===== config.mk =====
export PLATFORM = sky130hd
export DESIGN_NAME = pdl_cell
export DESIGN_NICKNAME = d
export VERILOG_FILES = /design/src/rtl/pdl_pkg.sv /design/src/rtl/pdl_cell.sv
export SDC_FILE = /design/constraint.sdc
export NUM_CORES = 1
export LEC_CHECK = 0
export BUFFER_PORTS_ARGS = -buffer_cell sky130_fd_sc_hd__buf_2
export CAP_MARGIN = 20
export CORE_MARGIN = 2
export CORE_UTILIZATION = 40
export CTS_BUF_LIST = sky130_fd_sc_hd__clkbuf_8
export CTS_CLUSTER_DIAMETER = 50
export DETAILED_ROUTE_END_ITERATION = 6
export HOLD_SLACK_MARGIN = 0.1
export PLACE_DENSITY = 0.9
export SLEW_MARGIN = 25
export SYNTH_ARGS = -nofsm -noshare
export SYNTH_HDL_FRONTEND = slang
export SYNTH_SLANG_ARGS = --single-unit

===== constraint.sdc =====
create_clock -name i_clk -period 3.9 [get_ports i_clk]
set_input_delay 0.39 -clock i_clk [delete_from_list [all_inputs] [get_ports i_clk]]
set_output_delay 0.39 -clock i_clk [all_outputs]
set_load 0.01 [all_outputs]

===== src/rtl/pdl_pkg.sv =====
// types and codes for the positional deque list
// no dependencies; used by the cell, the top level and the checker
package pdl_pkg;

    // wide enough for any element index up to the largest supported capacity
    localparam int IDX_W = 10;

    typedef enum logic [2:0] {
        OP_INS_POS  = 3'd0,
        OP_REM_POS  = 3'd1,
        OP_PUSH_F   = 3'd2,
        OP_PUSH_B   = 3'd3,
        OP_POP_F    = 3'd4,
        OP_POP_B    = 3'd5,
        OP_PEEK     = 3'd6
    } t_op;

    typedef enum logic [1:0] {
        ST_OK    = 2'd0,
        ST_POS   = 2'd1,
        ST_EMPTY = 2'd2,
        ST_FULL  = 2'd3
    } t_status;

    typedef enum logic [1:0] {
        SH_HOLD,
        SH_INS,
        SH_REM
    } t_shift;

    // broadcast to every cell in the cycle an item is accepted
    typedef struct packed {
        t_shift             kind;
        logic [IDX_W-1:0]   pos;
    } t_cell_ctl;

    typedef enum logic [1:0] {
        S_IDLE,
        S_GRP,
        S_FIN,
        S_OUT
    } t_state;

endpackage


===== src/rtl/pdl_cell.sv =====
// one storage cell of the list: holds the element at index K
// depends on pdl_pkg for the control struct
module pdl_cell #(
    parameter int K = 0
) (
    input  logic                        i_clk,
    input  pdl_pkg::t_cell_ctl          i_ctl,
    input  logic [31:0]                 i_left,
    input  logic [31:0]                 i_right,
    input  logic [31:0]                 i_value,
    input  logic [pdl_pkg::IDX_W-1:0]   i_tail,
    output logic [31:0]                 o_data,
    output logic [31:0]                 o_tap
);

    localparam logic [pdl_pkg::IDX_W-1:0] MY_IDX = pdl_pkg::IDX_W'(K);

    logic [31:0] r_data;
    logic [31:0] n_data;

    always_comb begin
        n_data = r_data;
        case (i_ctl.kind)
            pdl_pkg::SH_INS: begin
                if (MY_IDX == i_ctl.pos) begin
                    n_data = i_value;
                end else if (MY_IDX > i_ctl.pos) begin
                    n_data = i_left;
                end
            end
            pdl_pkg::SH_REM: begin
                // close the gap: this cell and all behind it take from the right
                if (MY_IDX >= i_ctl.pos) begin
                    n_data = i_right;
                end
            end
            default: begin
                n_data = r_data;
            end
        endcase
    end

    always_ff @(posedge i_clk) begin
        r_data <= n_data;
    end

    assign o_data = r_data;
    assign o_tap  = (MY_IDX == i_tail) ? r_data : 32'd0;

endmodule


==> out/results.txt <==
Pleak - 1.47 nW
max_cap viols - 0
Avg Cell Area, Syn - 9.51 sq um
ANT nets after route - 0
total core area - 5510 sq um
Slew headroom - 34.8%
final setup vio count - 0
GR Overflow Total - 0
Hold Slack - 0.464 ns
final period utilization - 57.4%
DP Cell Count - 467
most common cell after layout, fill and taps aside - buf_2
max reg flops - 32
Slowest-stage cell, CP - or4_4
most frequent cells in the layout - buf_2 (182), nor2_1 (33), a31oi_1 (33)
critical path class - primary input to output port
root buffer cell - clkbuf_8
clock sinks - 32
CTS Hold Buffers Added - 0
synthesized net count - 360
Rows - 27
largest cells by area after synthesis - edfxtp_1 (42%), o31ai_1 (11%), a31oi_1 (9.1%)
pre-CTS WS - 1.45 ns
Final Non-Filler Cells - 476
Max FO, Critical Path - 32
Startpoint Class - primary input
Crit path max-delay family - simple AND/OR/NAND/NOR gates
Cell variety after synth - 18
CP arrival - 1.85 ns
Placer Congestion - 0.840
CTS tree - yes
status - complete, no violations
initial drt markers - 244
Post-Layout Inst Area - 3260 sq um
sequential share of the synthesized area - 42.3%
fmax - 447 MHz
# DRC - 0
clk buf depth - 2
hpwl dp - 5760 um
Area Growth Syn to Fin - 43.4%
first-pass GRT wire length - 11,700 um
share of layout cells above drive strength 1 - 55.8%
final net count - 523
I/O Pins - 183
DR WL/cell - 16.9 um
Worst Hold Class - primary input to flop
Mapped Area - 2270 sq um
drt via density - 5.66
postcts setup bufs - 0
initial antenna violation count - 1
Worst EP required - 3.51 ns
Critical Path End Type - output port
power consumption - 0.984 mW
final wirelength - 8050 um
crit-path cells - buf_2, or4_4, nor4_4, buf_4, and2_2, buf_2
Pre-antenna DRT Iters - 5
min Tclk post-route - 2.24 ns
number of buffers created by CTS - 5
Area after DPL - 3150 sq um
post-synth top area cell - edfxtp_1
Final WS setup - 1.66 ns
pin count of the biggest net entering global routing - 65
Via Count - 2,693
Overall Global Routing Usage - 24.0%
Synth top area share - 42.3%
vias in the first global route - 2,379
Slew @ Worst Pin - 0.976 ns
die width - 79.4 um
Buf/Inv on CP - 3
Util after Layout - 59.2%
max-slew violations - 0
CTS clk-pin slew, worst paths - 0.07 ns
Critical Path Max Stage Delay - 0.54 ns
Post-Route Setup TNS - 0 ns
Crit path top cell by count - buf_2
Resized cells post-CTS - 0
H-tree depth - 2
Starting Density - 41.3%
Port Buf Inserts - 182
PwrDens - 302 nW/um^2
Seq cells post-synth - 32
maximum vdd drop - 0.000211 V
RSZ-0062 raised after global routing - false
Fill cells - 506
die extent in y - 79.4 um
Mapped Cells - 239
die area - 6300 sq um
Hold Vio Cnt, Final - 0
YS warnings - 0
## final timing paths
kind                   startpoint          to  slack, ns  cells past startpoint
worst max-delay path    i_tail[5]   o_tap[24]       1.66                      6
worst min-delay path  i_right[24]  o_data[24]       0.46                      3
## power breakdown
group	total, mW	switching (mW)	internal (mW)
Combinational	0.216	0.123	0.0935
Clock	0.315	0.128	0.187
Sequential	0.453	0.0209	0.432
Total	0.984	0.271	0.712
## worst min-delay path, cell delays in order
cell and delay (ns):
buf_2 0.08, nor2_1 0.03, a31oi_1 0.12
## metal layers
metal	vias to the layer above	routed length [um]	GRT usage (%)
met5	-	0	0
met4	0	62	6.21
met3	6	652	5.66
met2	162	4340	44.0
met1	1269	2990	28.1
li1	1256	-	-
## logic make-up (layout without fill, tap and decap cells)
group / count (synthesis) / in the layout / synth area share [%]
and+or+nand+nor: 107 / 107 / 28.4
AOI/OAI and AO/OA: 65 / 65 / 19.6
buffers and inverters: 33 / 197 / 8.59
DFF: 32 / 32 / 42.3
adders and majority gates: 2 / 2 / 1.10
other: 0 / 1 / 0
## cell usage after synthesis, drive strengths merged
master and n:
a31oi 33, and2 32, buf 12, clkbuf 18
edfxtp 32, ha 2, inv 3, nand4 32
nor2 35, nor4 3, o31ai 32, or2 1
or4 4
## cell type report
type                    instances  area [sq um]  area share (%)
multi-input cells             174          1150            35.2
repair buffers                186           941            28.9
clock inverters                 3          38.8            1.19
diodes                          1          2.50          0.0767
flip-flops and latches         32           961            29.5
inverters                       3          11.3           0.345
clock buffers                   5          68.8            2.11
well taps                      72          90.1            2.76
Power figures use the tool's default switching activity.
